<file path="config.mk">
export PLATFORM = sky130hd
export DESIGN_NAME = lidar_door_detector
export DESIGN_NICKNAME = d
export VERILOG_FILES = /design/src/rtl/ldd_pkg.sv /design/src/rtl/ldd_front.sv /design/src/rtl/ldd_cmd_fifo.sv /design/src/rtl/ldd_back.sv /design/src/rtl/lidar_door_detector.sv
export VERILOG_INCLUDE_DIRS = /design/src /design/src/rtl
export SDC_FILE = /design/constraint.sdc
export NUM_CORES = 2
export LEC_CHECK = 0
export BUFFER_PORTS_ARGS = -buffer_cell sky130_fd_sc_hd__clkbuf_2
export CAP_MARGIN = 20
export CORE_UTILIZATION = 47
export CTS_CLUSTER_SIZE = 12
export DETAILED_ROUTE_END_ITERATION = 7
export GPL_TIMING_DRIVEN = 0
export HOLD_SLACK_MARGIN = 0.03
export MAX_ROUTING_LAYER = met4
export PLACE_DENSITY_LB_ADDON = 0.25
export SLEW_MARGIN = 20
export SYNTH_ARGS = -nofsm -noshare
export SYNTH_HDL_FRONTEND = slang
export SYNTH_SLANG_ARGS = --single-unit
</file>
<file path="constraint.sdc">
create_clock -name clk -period 12.1 [get_ports clk]
set_input_delay 0.605 -clock clk [delete_from_list [all_inputs] [get_ports clk]]
set_output_delay 0.605 -clock clk [all_outputs]
set_load 0.05 [all_outputs]
</file>
<file path="src/rtl/lidar_door_detector_macros.svh">
// ---------------------------------------------------------------------------
// lidar_door_detector_macros : assertion macros
// Concurrent checks, compiled out when SYNTH is defined.
// ---------------------------------------------------------------------------
`ifndef LIDAR_DOOR_DETECTOR_MACROS_SVH
`define LIDAR_DOOR_DETECTOR_MACROS_SVH
`ifndef SYNTH
`define LDD_ASSERT(name, prop, msg) \
	name: assert property (@(posedge clk) disable iff (!arst_n) prop) else $error(msg);
`define LDD_NEVER(name, cond, msg) \
	name: assert property (@(posedge clk) disable iff (!arst_n) !(cond)) else $error(msg);
`else
`define LDD_ASSERT(name, prop, msg)
`define LDD_NEVER(name, cond, msg)
`endif
`endif

</file>
<file path="src/rtl/ldd_pkg.sv">
// ---------------------------------------------------------------------------
// ldd_pkg : shared types and constants
// Peak record, command record and register map of the door detector.
// ---------------------------------------------------------------------------
package ldd_pkg;
	localparam int COORD_W = 16;

	localparam logic [1:0] REG_JUMP     = 2'd0;
	localparam logic [1:0] REG_SUPPRESS = 2'd1;
	localparam logic [1:0] REG_DOOR_MIN = 2'd2;
	localparam logic [1:0] REG_DOOR_MAX = 2'd3;

	localparam logic [15:0] JUMP_RST     = 16'd1000;
	localparam logic [15:0] SUPPRESS_RST = 16'd500;
	localparam logic [15:0] DOOR_MIN_RST = 16'd800;
	localparam logic [15:0] DOOR_MAX_RST = 16'd1200;

	typedef struct packed {
		logic signed [COORD_W-1:0] x;
		logic signed [COORD_W-1:0] y;
		logic signed [COORD_W-1:0] b;
	} peak_t;

	// one unit of work for the back end
	typedef struct packed {
		logic  offer; // candidate peak to be checked and stored
		logic  eos;   // scan ends after this command
		peak_t pk;
	} cmd_t;
endpackage

</file>
<file path="src/rtl/ldd_front.sv">
// ---------------------------------------------------------------------------
// ldd_front : point intake
// Keeps the previous point, detects range jumps and issues commands.
// ---------------------------------------------------------------------------
module ldd_front (
	input  logic               clk,
	input  logic               arst_n,
	input  logic               accept,
	input  logic signed [15:0] point_x,
	input  logic signed [15:0] point_y,
	input  logic        [15:0] point_range,
	input  logic signed [15:0] point_bearing,
	input  logic               end_of_scan,
	input  logic        [15:0] jump_threshold,
	output logic               push,
	output ldd_pkg::cmd_t      cmd
);
	import ldd_pkg::*;

	logic signed [15:0] prev_x_q, prev_y_q, prev_b_q;
	logic        [15:0] prev_r_q;
	logic               have_prev_q;
	logic        [15:0] gap;
	logic               jump;

	always_comb begin
		gap  = (prev_r_q > point_range) ? prev_r_q - point_range : point_range - prev_r_q;
		jump = have_prev_q && (gap > jump_threshold);
		cmd.offer = jump;
		cmd.eos   = end_of_scan;
		if (prev_r_q < point_range) begin
			cmd.pk = '{x: prev_x_q, y: prev_y_q, b: prev_b_q};
		end else begin
			cmd.pk = '{x: point_x, y: point_y, b: point_bearing};
		end
		push = accept && (jump || end_of_scan);
	end

	always_ff @(posedge clk or negedge arst_n) begin
		if (!arst_n) begin
			prev_x_q    <= '0;
			prev_y_q    <= '0;
			prev_b_q    <= '0;
			prev_r_q    <= '0;
			have_prev_q <= 1'b0;
		end else if (accept) begin
			if (end_of_scan) begin
				prev_x_q    <= '0;
				prev_y_q    <= '0;
				prev_b_q    <= '0;
				prev_r_q    <= '0;
				have_prev_q <= 1'b0;
			end else begin
				prev_x_q    <= point_x;
				prev_y_q    <= point_y;
				prev_b_q    <= point_bearing;
				prev_r_q    <= point_range;
				have_prev_q <= 1'b1;
			end
		end
	end
endmodule

</file>
<file path="src/rtl/ldd_cmd_fifo.sv">
// ---------------------------------------------------------------------------
// ldd_cmd_fifo : command queue
// Two-entry queue decoupling point intake from peak processing.
// ---------------------------------------------------------------------------
module ldd_cmd_fifo (
	input  logic          clk,
	input  logic          arst_n,
	input  logic          push,
	input  ldd_pkg::cmd_t push_cmd,
	input  logic          pop,
	output logic          not_empty,
	output logic          full,
	output ldd_pkg::cmd_t head
);
	import ldd_pkg::*;

	cmd_t       slot_q [2];
	logic       wr_q, rd_q;
	logic [1:0] cnt_q;

	assign not_empty = (cnt_q != 2'd0);
	assign full      = (cnt_q == 2'd2);
	assign head      = slot_q[rd_q];

	always_ff @(posedge clk) begin
		if (push) begin
			slot_q[wr_q] <= push_cmd;
		end
	end

	always_ff @(posedge clk or negedge arst_n) begin
		if (!arst_n) begin
			wr_q  <= 1'b0;
			rd_q  <= 1'b0;
			cnt_q <= 2'd0;
		end else begin
			if (push) wr_q <= ~wr_q;
			if (pop)  rd_q <= ~rd_q;
			case ({push, pop})
				2'b10:   cnt_q <= cnt_q + 2'd1;
				2'b01:   cnt_q <= cnt_q - 2'd1;
				default: cnt_q <= cnt_q;
			endcase
		end
	end
endmodule

</file>
<file path="src/rtl/ldd_back.sv">
// ---------------------------------------------------------------------------
// ldd_back : peak store and door search
// Suppression check, peak storage and pairwise door search through one
// pipelined squared-distance unit.
// ---------------------------------------------------------------------------
module ldd_back #(
	parameter int MAX_PEAKS = 8
) (
	input  logic               clk,
	input  logic               arst_n,
	input  logic               cmd_avail,
	input  ldd_pkg::cmd_t      cmd,
	output logic               pop,
	input  logic        [15:0] suppress_radius,
	input  logic        [15:0] door_min_width,
	input  logic        [15:0] door_max_width,
	output logic               result_valid,
	output logic signed [15:0] first_x,
	output logic signed [15:0] first_y,
	output logic signed [15:0] first_bearing,
	output logic signed [15:0] second_x,
	output logic signed [15:0] second_y,
	output logic signed [15:0] second_bearing,
	output logic               door_valid,
	output logic               peak_overflow,
	output logic               last_result
);
	import ldd_pkg::*;

	localparam int CW = $clog2(MAX_PEAKS + 1);
	localparam int IW = (MAX_PEAKS > 1) ? $clog2(MAX_PEAKS) : 1;
	localparam logic [CW-1:0] MAXC = CW'(MAX_PEAKS);

	localparam logic [1:0] S_IDLE = 2'd0;
	localparam logic [1:0] S_SUPP = 2'd1;
	localparam logic [1:0] S_PAIR = 2'd2;

	peak_t mem [MAX_PEAKS];

	logic [1:0]    state_q;
	cmd_t          cand_q;
	logic [CW-1:0] cnt_q, iss_q, pi_q, pj_q;
	logic          hit_q, ovf_q, pend_q;
	peak_t         pend_a_q, pend_b_q;
	logic [31:0]   r2_q, lo_q, hi_q;

	// distance pipeline
	logic          v_s1, v_s2, v_s3;
	peak_t         a_s1, b_s1, a_s2, b_s2, a_s3, b_s3;
	logic signed [16:0] dx_s2, dy_s2;
	logic [31:0]   sx_s3, sy_s3;
	logic signed [33:0] px, py;
	logic [32:0]   sum;
	logic          in_band, near;

	logic          issue, pipe_empty, supp_done, pair_done;
	logic [CW-1:0] ra, rb;

	assign pipe_empty = !v_s1 && !v_s2 && !v_s3;
	assign supp_done  = (state_q == S_SUPP) && (iss_q == cnt_q) && pipe_empty;
	assign pair_done  = (state_q == S_PAIR) && (pj_q >= cnt_q) && pipe_empty;
	assign issue      = ((state_q == S_SUPP) && (iss_q < cnt_q)) ||
	                    ((state_q == S_PAIR) && (pj_q < cnt_q));
	assign ra         = (state_q == S_SUPP) ? iss_q : pi_q;
	assign rb         = pj_q;
	assign pop        = (state_q == S_IDLE) && cmd_avail;

	assign px      = 34'(dx_s2) * 34'(dx_s2);
	assign py      = 34'(dy_s2) * 34'(dy_s2);
	assign sum     = {1'b0, sx_s3} + {1'b0, sy_s3};
	assign near    = sum < {1'b0, r2_q};
	assign in_band = (sum >= {1'b0, lo_q}) && (sum <= {1'b0, hi_q});

	always_ff @(posedge clk) begin
		r2_q <= 32'(suppress_radius) * 32'(suppress_radius);
		lo_q <= 32'(door_min_width) * 32'(door_min_width);
		hi_q <= 32'(door_max_width) * 32'(door_max_width);

		a_s1 <= mem[ra[IW-1:0]];
		b_s1 <= (state_q == S_SUPP) ? cand_q.pk : mem[rb[IW-1:0]];
		a_s2  <= a_s1;
		b_s2  <= b_s1;
		dx_s2 <= 17'(a_s1.x) - 17'(b_s1.x);
		dy_s2 <= 17'(a_s1.y) - 17'(b_s1.y);
		a_s3  <= a_s2;
		b_s3  <= b_s2;
		sx_s3 <= px[31:0];
		sy_s3 <= py[31:0];

		if (supp_done && !hit_q && (cnt_q < MAXC) && cand_q.offer) begin
			mem[cnt_q[IW-1:0]] <= cand_q.pk;
		end
		if (pop) begin
			cand_q <= cmd;
		end
		if ((state_q == S_PAIR) && v_s3 && in_band) begin
			pend_a_q <= a_s3;
			pend_b_q <= b_s3;
		end
	end

	always_ff @(posedge clk or negedge arst_n) begin
		if (!arst_n) begin
			state_q      <= S_IDLE;
			cnt_q        <= '0;
			iss_q        <= '0;
			pi_q         <= '0;
			pj_q         <= '0;
			hit_q        <= 1'b0;
			ovf_q        <= 1'b0;
			pend_q       <= 1'b0;
			v_s1         <= 1'b0;
			v_s2         <= 1'b0;
			v_s3         <= 1'b0;
			result_valid <= 1'b0;
		end else begin
			v_s1         <= issue;
			v_s2         <= v_s1;
			v_s3         <= v_s2;
			result_valid <= 1'b0;
			unique case (state_q)
				S_IDLE: begin
					if (pop) begin
						hit_q  <= 1'b0;
						iss_q  <= '0;
						pi_q   <= '0;
						pj_q   <= CW'(1);
						pend_q <= 1'b0;
						state_q <= cmd.offer ? S_SUPP : S_PAIR;
					end
				end
				S_SUPP: begin
					if (issue) iss_q <= iss_q + CW'(1);
					if (v_s3 && near) hit_q <= 1'b1;
					if (supp_done) begin
						if (!hit_q) begin
							if (cnt_q < MAXC) cnt_q <= cnt_q + CW'(1);
							else              ovf_q <= 1'b1;
						end
						state_q <= cand_q.eos ? S_PAIR : S_IDLE;
					end
				end
				S_PAIR: begin
					if (issue) begin
						if (pj_q + CW'(1) < cnt_q) begin
							pj_q <= pj_q + CW'(1);
						end else begin
							pi_q <= pi_q + CW'(1);
							pj_q <= pi_q + CW'(2);
						end
					end
					if (v_s3 && in_band) begin
						pend_q <= 1'b1;
						// older door leaves as soon as a newer one is found
						if (pend_q) result_valid <= 1'b1;
					end
					if (pair_done) begin
						result_valid <= 1'b1;
						cnt_q   <= '0;
						ovf_q   <= 1'b0;
						state_q <= S_IDLE;
					end
				end
				default: state_q <= S_IDLE;
			endcase
		end
	end

	// result register: loaded with the pending door or the end marker
	always_ff @(posedge clk) begin
		if (((state_q == S_PAIR) && v_s3 && in_band && pend_q) || pair_done) begin
			first_x        <= pend_q ? pend_a_q.x : '0;
			first_y        <= pend_q ? pend_a_q.y : '0;
			first_bearing  <= pend_q ? pend_a_q.b : '0;
			second_x       <= pend_q ? pend_b_q.x : '0;
			second_y       <= pend_q ? pend_b_q.y : '0;
			second_bearing <= pend_q ? pend_b_q.b : '0;
			door_valid     <= pend_q;
			peak_overflow  <= ovf_q;
			last_result    <= pair_done;
		end
	end
endmodule

</file>
<file path="src/rtl/lidar_door_detector.sv">
// ---------------------------------------------------------------------------
// lidar_door_detector : door finder for lidar scans
// Marks range-jump peaks, suppresses near duplicates and reports peak pairs
// whose spacing lies in the door band at the end of every scan.
// ---------------------------------------------------------------------------
// A point transfer happens on a clock edge with start high and busy low.
// Ordinary points go straight to the previous-point register; a point that
// makes a peak or ends a scan places one command in a two-entry queue, and
// busy is raised only while that queue is full. The back end checks a peak
// against the n peaks already stored through a three-stage squared-distance
// pipeline, one stored peak per cycle. At end of scan it walks every pair,
// one per cycle, through the same pipeline. Results cannot be held off:
// each appears for exactly one cycle with result_valid high and must be
// taken then. A scan gives its doors in pair order, the last one flagged by
// last_result; a scan without door gives one marker result (door_valid low,
// all coordinates zero). peak_overflow is high on every result of a scan in
// which a peak was lost for lack of storage. Registers on the APB port
// (4 byte stride): jump threshold, suppression radius, least and greatest
// door width, all 16-bit millimetres; write them only while the block idles.
// ---------------------------------------------------------------------------
`include "lidar_door_detector_macros.svh"

module lidar_door_detector #(
	parameter int MAX_PEAKS = 8
) (
	input  logic               clk,
	input  logic               arst_n,
	// configuration port
	input  logic               psel,
	input  logic               penable,
	input  logic               pwrite,
	input  logic        [3:0]  paddr,
	input  logic        [31:0] pwdata,
	output logic        [31:0] prdata,
	output logic               pready,
	// point intake
	input  logic               start,
	output logic               busy,
	input  logic signed [15:0] point_x,
	input  logic signed [15:0] point_y,
	input  logic        [15:0] point_range,
	input  logic signed [15:0] point_bearing,
	input  logic               end_of_scan,
	// results
	output logic               result_valid,
	output logic signed [15:0] first_x,
	output logic signed [15:0] first_y,
	output logic signed [15:0] first_bearing,
	output logic signed [15:0] second_x,
	output logic signed [15:0] second_y,
	output logic signed [15:0] second_bearing,
	output logic               door_valid,
	output logic               peak_overflow,
	output logic               last_result
);
	import ldd_pkg::*;

	logic [15:0] jump_q, supp_q, dmin_q, dmax_q;
	logic        cfg_wr;
	logic        accept, push, pop, q_avail, q_full;
	cmd_t        push_cmd, head;

	assign pready = 1'b1;
	assign cfg_wr = psel && penable && pwrite;
	assign accept = start && !busy;
	assign busy   = q_full;

	always_ff @(posedge clk or negedge arst_n) begin
		if (!arst_n) begin
			jump_q <= JUMP_RST;
			supp_q <= SUPPRESS_RST;
			dmin_q <= DOOR_MIN_RST;
			dmax_q <= DOOR_MAX_RST;
		end else if (cfg_wr) begin
			unique case (paddr[3:2])
				REG_JUMP:     jump_q <= pwdata[15:0];
				REG_SUPPRESS: supp_q <= pwdata[15:0];
				REG_DOOR_MIN: dmin_q <= pwdata[15:0];
				REG_DOOR_MAX: dmax_q <= pwdata[15:0];
				default:      jump_q <= jump_q;
			endcase
		end
	end

	always_comb begin
		unique case (paddr[3:2])
			REG_JUMP:     prdata = {16'd0, jump_q};
			REG_SUPPRESS: prdata = {16'd0, supp_q};
			REG_DOOR_MIN: prdata = {16'd0, dmin_q};
			REG_DOOR_MAX: prdata = {16'd0, dmax_q};
			default:      prdata = '0;
		endcase
	end

	ldd_front u_front (
		.clk            (clk),
		.arst_n         (arst_n),
		.accept         (accept),
		.point_x        (point_x),
		.point_y        (point_y),
		.point_range    (point_range),
		.point_bearing  (point_bearing),
		.end_of_scan    (end_of_scan),
		.jump_threshold (jump_q),
		.push           (push),
		.cmd            (push_cmd)
	);

	ldd_cmd_fifo u_fifo (
		.clk       (clk),
		.arst_n    (arst_n),
		.push      (push),
		.push_cmd  (push_cmd),
		.pop       (pop),
		.not_empty (q_avail),
		.full      (q_full),
		.head      (head)
	);

	ldd_back #(.MAX_PEAKS(MAX_PEAKS)) u_back (
		.clk             (clk),
		.arst_n          (arst_n),
		.cmd_avail       (q_avail),
		.cmd             (head),
		.pop             (pop),
		.suppress_radius (supp_q),
		.door_min_width  (dmin_q),
		.door_max_width  (dmax_q),
		.result_valid    (result_valid),
		.first_x         (first_x),
		.first_y         (first_y),
		.first_bearing   (first_bearing),
		.second_x        (second_x),
		.second_y        (second_y),
		.second_bearing  (second_bearing),
		.door_valid      (door_valid),
		.peak_overflow   (peak_overflow),
		.last_result     (last_result)
	);

	// a marker result is always the last of its scan and carries no peaks
	`LDD_ASSERT(a_marker_last, (result_valid && !door_valid) |-> (last_result && first_x == 16'd0 && second_x == 16'd0), "marker result malformed")
	// commands are only queued on a transfer, never into a full queue
	`LDD_NEVER(a_push_full, push && q_full, "command pushed into full queue")
	// back end takes nothing from an empty queue
	`LDD_NEVER(a_pop_empty, pop && !q_avail, "pop from empty queue")
endmodule
</file>
# Word-level counts from Yosys, hierarchy flattened
# Memories as Yosys holds them, arrays and structs flattened. A register that Yosys moved wholly into a read port is not among the register bits.
# Cells that the tools add are included.
[totals]
memories = 2
out_inout_bits = 134
input_bits = 107
mem_bits_rw = 484
wordCells = 218
reg_bits = 837
[memory_table]
columns = ["name", "words", "width", "read_ports", "rd_clocked_by_memory_dff", "write_ports", "line_no", "rtl"]
rows = [
  ["u_back.mem", 8, 48, 2, 1, 1, "ldd_back.sv:38", "peak_t mem [MAX_PEAKS];"],
  ["u_fifo.slot_q", 2, 50, 1, 0, 1, "ldd_cmd_fifo.sv:17", "cmd_t slot_q [2];"],
]
[op_classes]
eq_ne = 20
bitwise_logic = 2
multipliers = 5
magnitude_cmp = 11
n_addsub = 12
reduce_logical = 50
muxes = 50
[op_table]
columns = ["cell", "n"]
rows = [
  ["32-bit case mux with 4 select lines", 1],
  ["16-bit by 16-bit multiplier with 32-bit output", 3],
  ["48-bit two-way mux", 2],
  ["16-bit two-way mux", 5],
  ["17-bit by 17-bit multiplier with 32-bit output", 2],
  ["4-bit two-way mux", 11],
  ["16-bit by 16-bit subtractor with 17-bit output", 2],
  ["32-bit by 32-bit adder with 33-bit output", 1],
  ["33-bit by 32-bit >= comparator with 1-bit output", 1],
  ["33-bit by 32-bit less-or-equal comparator with 1-bit output", 1],
  ["33-bit by 32-bit less-than comparator with 1-bit output", 1],
  ["16-bit greater-than comparator", 2],
  ["4-bit case mux with 2 select lines", 4],
  ["16-bit subtractor", 2],
  ["1-bit logical AND", 23],
  ["4-bit by 1-bit adder with 4-bit output, second input constant", 4],
  ["16-bit less-than comparator", 1],
  ["1-bit two-way mux", 16],
  ["3-bit AND reduction", 5],
  ["4-bit less-than comparator", 3],
  ["2-bit != test, second input constant", 6],
  ["2-bit == test, second input constant", 5],
  ["2-bit two-way mux", 5],
  ["2-bit by 1-bit != test with 1-bit output, second input constant", 5],
  ["19 further kinds", 39],
]

# Longest topological paths before layout
[depth]
ltp_word = 9
mapped_depth = 27
mapped_depth_nobuf = 25

# Hierarchy
# Synthesis repeated with hierarchy kept, for this count alone.
[unflattened]
cells_unflattened = 7925
area_unflattened_um2 = 93746.2
[by_module_without_submodules]
columns = ["module", "area_each_um2", "n_inst", "cells_per_inst", "seq_area_each_um2"]
rows = [
  ["ldd_back", 81481.9, 1, 6917, 29062.9],
  ["ldd_front", 5181.2, 1, 655, 1626.6],
  ["ldd_cmd_fifo", 4047.6, 1, 172, 3103.0],
  ["lidar_door_detector", 3035.4, 1, 181, 1625.3],
]

# Worst setup path before layout
# No wires, ideal clock.
[synth_path]
path_type = "flip-flop to flip-flop"
startpoint = "register u_back.sy_s3[3]"
endpoint = "register u_back.door_valid (enable)"
required_time_ns = 11.644
setup_time_ns = 0.456
slack_ns = 1.994
path_stages_with_launch = 18
period_less_slack_ns = 10.106
arrival_ns = 9.650
path_buffers = 0
cell_sequence = "dfxtp_1 > ha_1 > a21oi_1 > nand4b_1 > a31oi_1 > a21oi_1 > o311a_1 > o31ai_1 > a21oi_1 > xnor2_1 > ha_1 > a21oi_1 > nor2_1 > a2111oi_0 > o211a_1 > o211ai_1 > a211oi_2 > a21o_1"
[synth_between]
elab_chain_cells = 6
elab_cells_between_ends = 7
cone_classes = "add/sub (1); order compare (2); reduce/logical (4)"
[synth_lines]
columns = ["element", "line_no", "rtl"]
rows = [
  ["start, declared", "ldd_back.sv:51", "logic [31:0] sx_s3, sy_s3;"],
  ["start signal, assigned", "ldd_back.sv:88", "sy_s3 <= py[31:0];"],
  ["32-bit by 32-bit adder with 33-bit output *", "ldd_back.sv:70", "assign sum = {1'b0, sx_s3} + {1'b0, sy_s3};"],
  ["33-bit by 32-bit >= comparator with 1-bit output or 33-bit by 32-bit less-or-equal comparator with 1-bit output (tied branches)", "ldd_back.sv:72", "assign in_band = (sum >= {1'b0, lo_q}) && (sum <= {1'b0, hi_q});"],
  ["1-bit logical AND *", "ldd_back.sv:72", ""],
  ["1-bit logical AND * (2 in a row)", "ldd_back.sv:171", "if (((state_q == S_PAIR) && v_s3 && in_band && pend_q) || pair_done) begin"],
  ["1-bit logical OR *", "ldd_back.sv:171", ""],
  ["end signal, assigned", "ldd_back.sv:178", "door_valid <= pend_q;"],
  ["end, declared", "ldd_back.sv:24", "output logic door_valid,"],
]
# Every way passes the cells marked *; elsewhere a longest branch is shown, timed or not.
# A chain may end at the register's enable or synchronous reset.

# Final worst setup path
[layout_path]
startpoint = "register u_back.dy_s2[5]"
endpoint = "register u_back.sy_s3[28]"
[layout_between]
elab_chain_cells = 1
[layout_lines]
columns = ["element", "line_no", "rtl"]
rows = [
  ["start, declared", "ldd_back.sv:50", "logic signed [16:0] dx_s2, dy_s2;"],
  ["start signal, assigned", "ldd_back.sv:84", "dy_s2 <= 17'(a_s1.y) - 17'(b_s1.y);"],
  ["17-bit by 17-bit multiplier with 32-bit output", "ldd_back.sv:69", "assign py = 34'(dy_s2) * 34'(dy_s2);"],
  ["named net u_back.py[28]", "ldd_back.sv:52", "logic signed [33:0] px, py;"],
]
# The timed path passes the listed nets, and every way through them passes these cells.

==> flow_metrics.tcl <==
set metrics [dict create \
    grt_util_all_layers_pct 25.1 \
    path_clk_slew_ns 0.06 \
    min_delay_worst_endpoint "u_front.prev_x_q[14]" \
    overflow 0 \
    r2r-end "u_back.sy_s3[28]" \
    max_stage_delay_ns 0.60 \
    chipHeight_um 450 \
    antenna_found_initial 10 \
    worstHoldPathCells 3 \
    r2r-start "u_back.dy_s2[5]" \
    period_needed_ns 7.98 \
    cts_sinks 1364 \
    pin_count 241 \
    core_region_area_mm2 0.198 \
    ys_ff_latch 1364 \
    die_x_um 450 \
    synth_top_area_share_pct 23.3 \
    dp_slack_ns 4.19 \
    drt_wl_total_mm 239 \
    maxSlewViolCount 0 \
    worstSetupStartpointType "register" \
    fmax_mhz 125 \
    wire_per_inst_um 21.2 \
    required_ns 12.72 \
    reg2reg_depth 24 \
    path_delay_family "adder cells" \
    crit_top_cell "fa_1" \
    htreeDepth 4 \
    synth_area_mm2 0.0941 \
    final-hold-violation-count 0 \
    insertion_delay_ns 0.81 \
    dr.first_iter.drc_count 4353 \
    critical_path_arrival_ns 8.60 \
    hp-start "point_x[14]" \
    cts-root-buf "clkbuf_16" \
    fin_crit_sh_pct 66.0 \
    synth_edf_count 729 \
    cap_viol_max_count 0 \
    r2r_slack_ns 4.12 \
    fin_ws_ns 4.12 \
    drc_errors 0 \
    critPathSlowestCell "clkbuf_1" \
    drive_gt1_share_pct 11.2 \
    fillers 17165 \
    yosysMostFrequentCell "inv_1" \
    gp_congestion 0.926 \
    status "completed" \
    rsz0062_at_grt "false" \
    dp_hpwl_mm 189 \
    hold_ws_ns 0.0768 \
    rows 163 \
    maxSlewHeadroom_pct 19.1 \
    netlist_top_cells_area "edfxtp_1 23%, fa_1 21%, dfxtp_1 10%, ha_1 9.3%, inv_1 6.2%" \
    cp_cell_sequence "clkbuf_1 -> clkbuf_1 -> nand2_1 -> fa_1 -> inv_1 -> fa_1 -> inv_1 -> fa_1 -> inv_1 -> fa_1 -> fa_1 -> inv_1 -> fa_1 -> inv_1 -> ha_1 -> buf_2 -> nand2_1 -> or3_1 -> a211oi_1 -> o21ai_0 -> a211oi_1 -> nor2b_1 -> o21ai_0 -> a221oi_1" \
    ant_nets 0 \
    clock_path_buffers 3 \
    cts_tree "built" \
    worst_clock_skew_ns 0.0731 \
    start_util_pct 47.5 \
    numCtsBuffers 145 \
    setup_violations 0 \
    grt_pass1_wl_mm 376 \
    grt_max_degree 82 \
    postCtsSetupBuffers 0 \
    worstSetupPathType "register to register" \
    ys_top_cells_by_count "1,561 x inv_1, 1,008 x fa_1, 729 x edfxtp_1, 696 x ha_1, 644 x nand2_1" \
    ys.flop_type "edfxtp_1" \
    nNetsFinal 10345 \
    ys_types 98 \
    endpoint_kind "register" \
    avgViaCountPerCell 5.33 \
    synthCells 8064 \
    synth.avg_cell_area_um2 11.7 \
    port_buffers 205 \
    tightest_slew_ns 1.20 \
    ys.warnings.count 0 \
    yosysSeqAreaShare_pct 37.6 \
    hold_path.class "primary input to register" \
    largest_reg_flops 384 \
    async_flop_share_pct 11.6 \
    die-area_mm2 0.202 \
    vias 60207 \
    grt_pass1_vias 64452 \
    synth_largest_area_cell "edfxtp_1" \
    synthToLayoutAreaGrowth_pct 11.2 \
    critPathMaxFanout 10 \
    dr.pass1.iters 5 \
    crit_buf_inv 8 \
]
-- stage by stage --
| stage | setup TNS (ns) | instance area, um^2 | instances | util, % |
|---|---|---|---|---|
| 2_1_floorplan | 0 | 94200 | 8079 | - |
| 3_3_place_gp | -259.95 | 98500 | 10924 | 49.7 |
| 3_5_place_dp | 0 | 99400 | 10973 | 50.2 |
| 4_1_cts | 0 | 105000 | 11296 | 52.8 |
| 5_1_grt | 0 | 105000 | 11299 | 52.8 |
| 6_report | 0 | 105000 | 11305 | 52.8 |
-- kinds of logic (layout without fill, tap and decap cells) --
logic type	Yosys count	after routing	share of synthesized area, %
other cells	2	26	0.00798
compound gates	873	873	5.89
mux	466	466	7.98
simple gates	1575	1575	8.05
flops	1364	1364	37.6
xor+xnor	258	258	2.40
buf+inv	1822	2399	7.36
fa+ha+maj	1704	1704	30.7
-- worst max-delay path by stage --
stage	from	to	slack, ns	cells after the start
2_1_floorplan	u_back.sy_s3[3]	u_back.door_valid	1.99	17
3_3_place_gp	u_back.sx_s3[5]	u_back.peak_overflow	-2.66	17
3_5_place_dp	dmax_q[5]	u_back.hi_q[31]	4.19	21
4_1_cts	dmax_q[5]	u_back.hi_q[31]	4.12	21
5_1_grt	dmax_q[5]	u_back.hi_q[31]	3.63	21
6_report	u_back.dy_s2[5]	u_back.sy_s3[28]	4.12	24
-- final cells by class --
cell class,count,area [um^2],area share (%)
multi-input cells,4893,52000,49.7
flip-flops and latches,1364,35400,33.8
well taps,2640,3300,3.16
repair buffers,308,2350,2.25
inverters,1563,5870,5.61
plain buffers,259,1070,1.02
diodes,9,22.5,0.0215
clock buffers,235,4130,3.95
clock inverters,34,512,0.489
-- worst reg2reg max path, delay by kind of cell (launching register included) --
kind            cells  cell delay, ns
simple gates        4            0.75
fa+ha+maj           7            3.32
flops               1            0.52
buf+inv             8            1.59
compound gates      5            1.65
-- layout by cell type, fill, tap and decap left out, drive strengths merged, types with 23 or more instances in the layout --
cell and n:
and3 31, edfxtp 729, dfrtp 139, nand2b 32
fa 1008, o31ai 34, ha 696, o21ai 265
inv 1571, dfxtp 477, o21bai 24, nand4 33
mux2i 63, mux2 195, clkinv 23, a21oi 217
o21a 39, xor2 60, buf 99, nor2 236
xnor2 198, nor2b 70, clkbuf 649, nand3 49
a21o 96, mux4 208, nor3 55, dlygate4sd3 54
nand2 644, a211oi 39, and2 339
-- layer usage --
metal,GRT usage (%),up-vias,wire length (um)
li1,-,27378,-
met1,32.9,30625,102000
met2,40.4,1879,115000
met3,3.83,325,15400
met4,7.06,0,6960
met5,-,-,0
-- timing repair --
item                                    CTS  global route
gates resized for setup                   0             0
endpoints found under the setup margin    0             0
hold endpoints to repair                142             0
hold buffers                             54             0
Power is not shown: default switching activity piles up to over one toggle a cycle in this logic, so the estimate is an artifact.
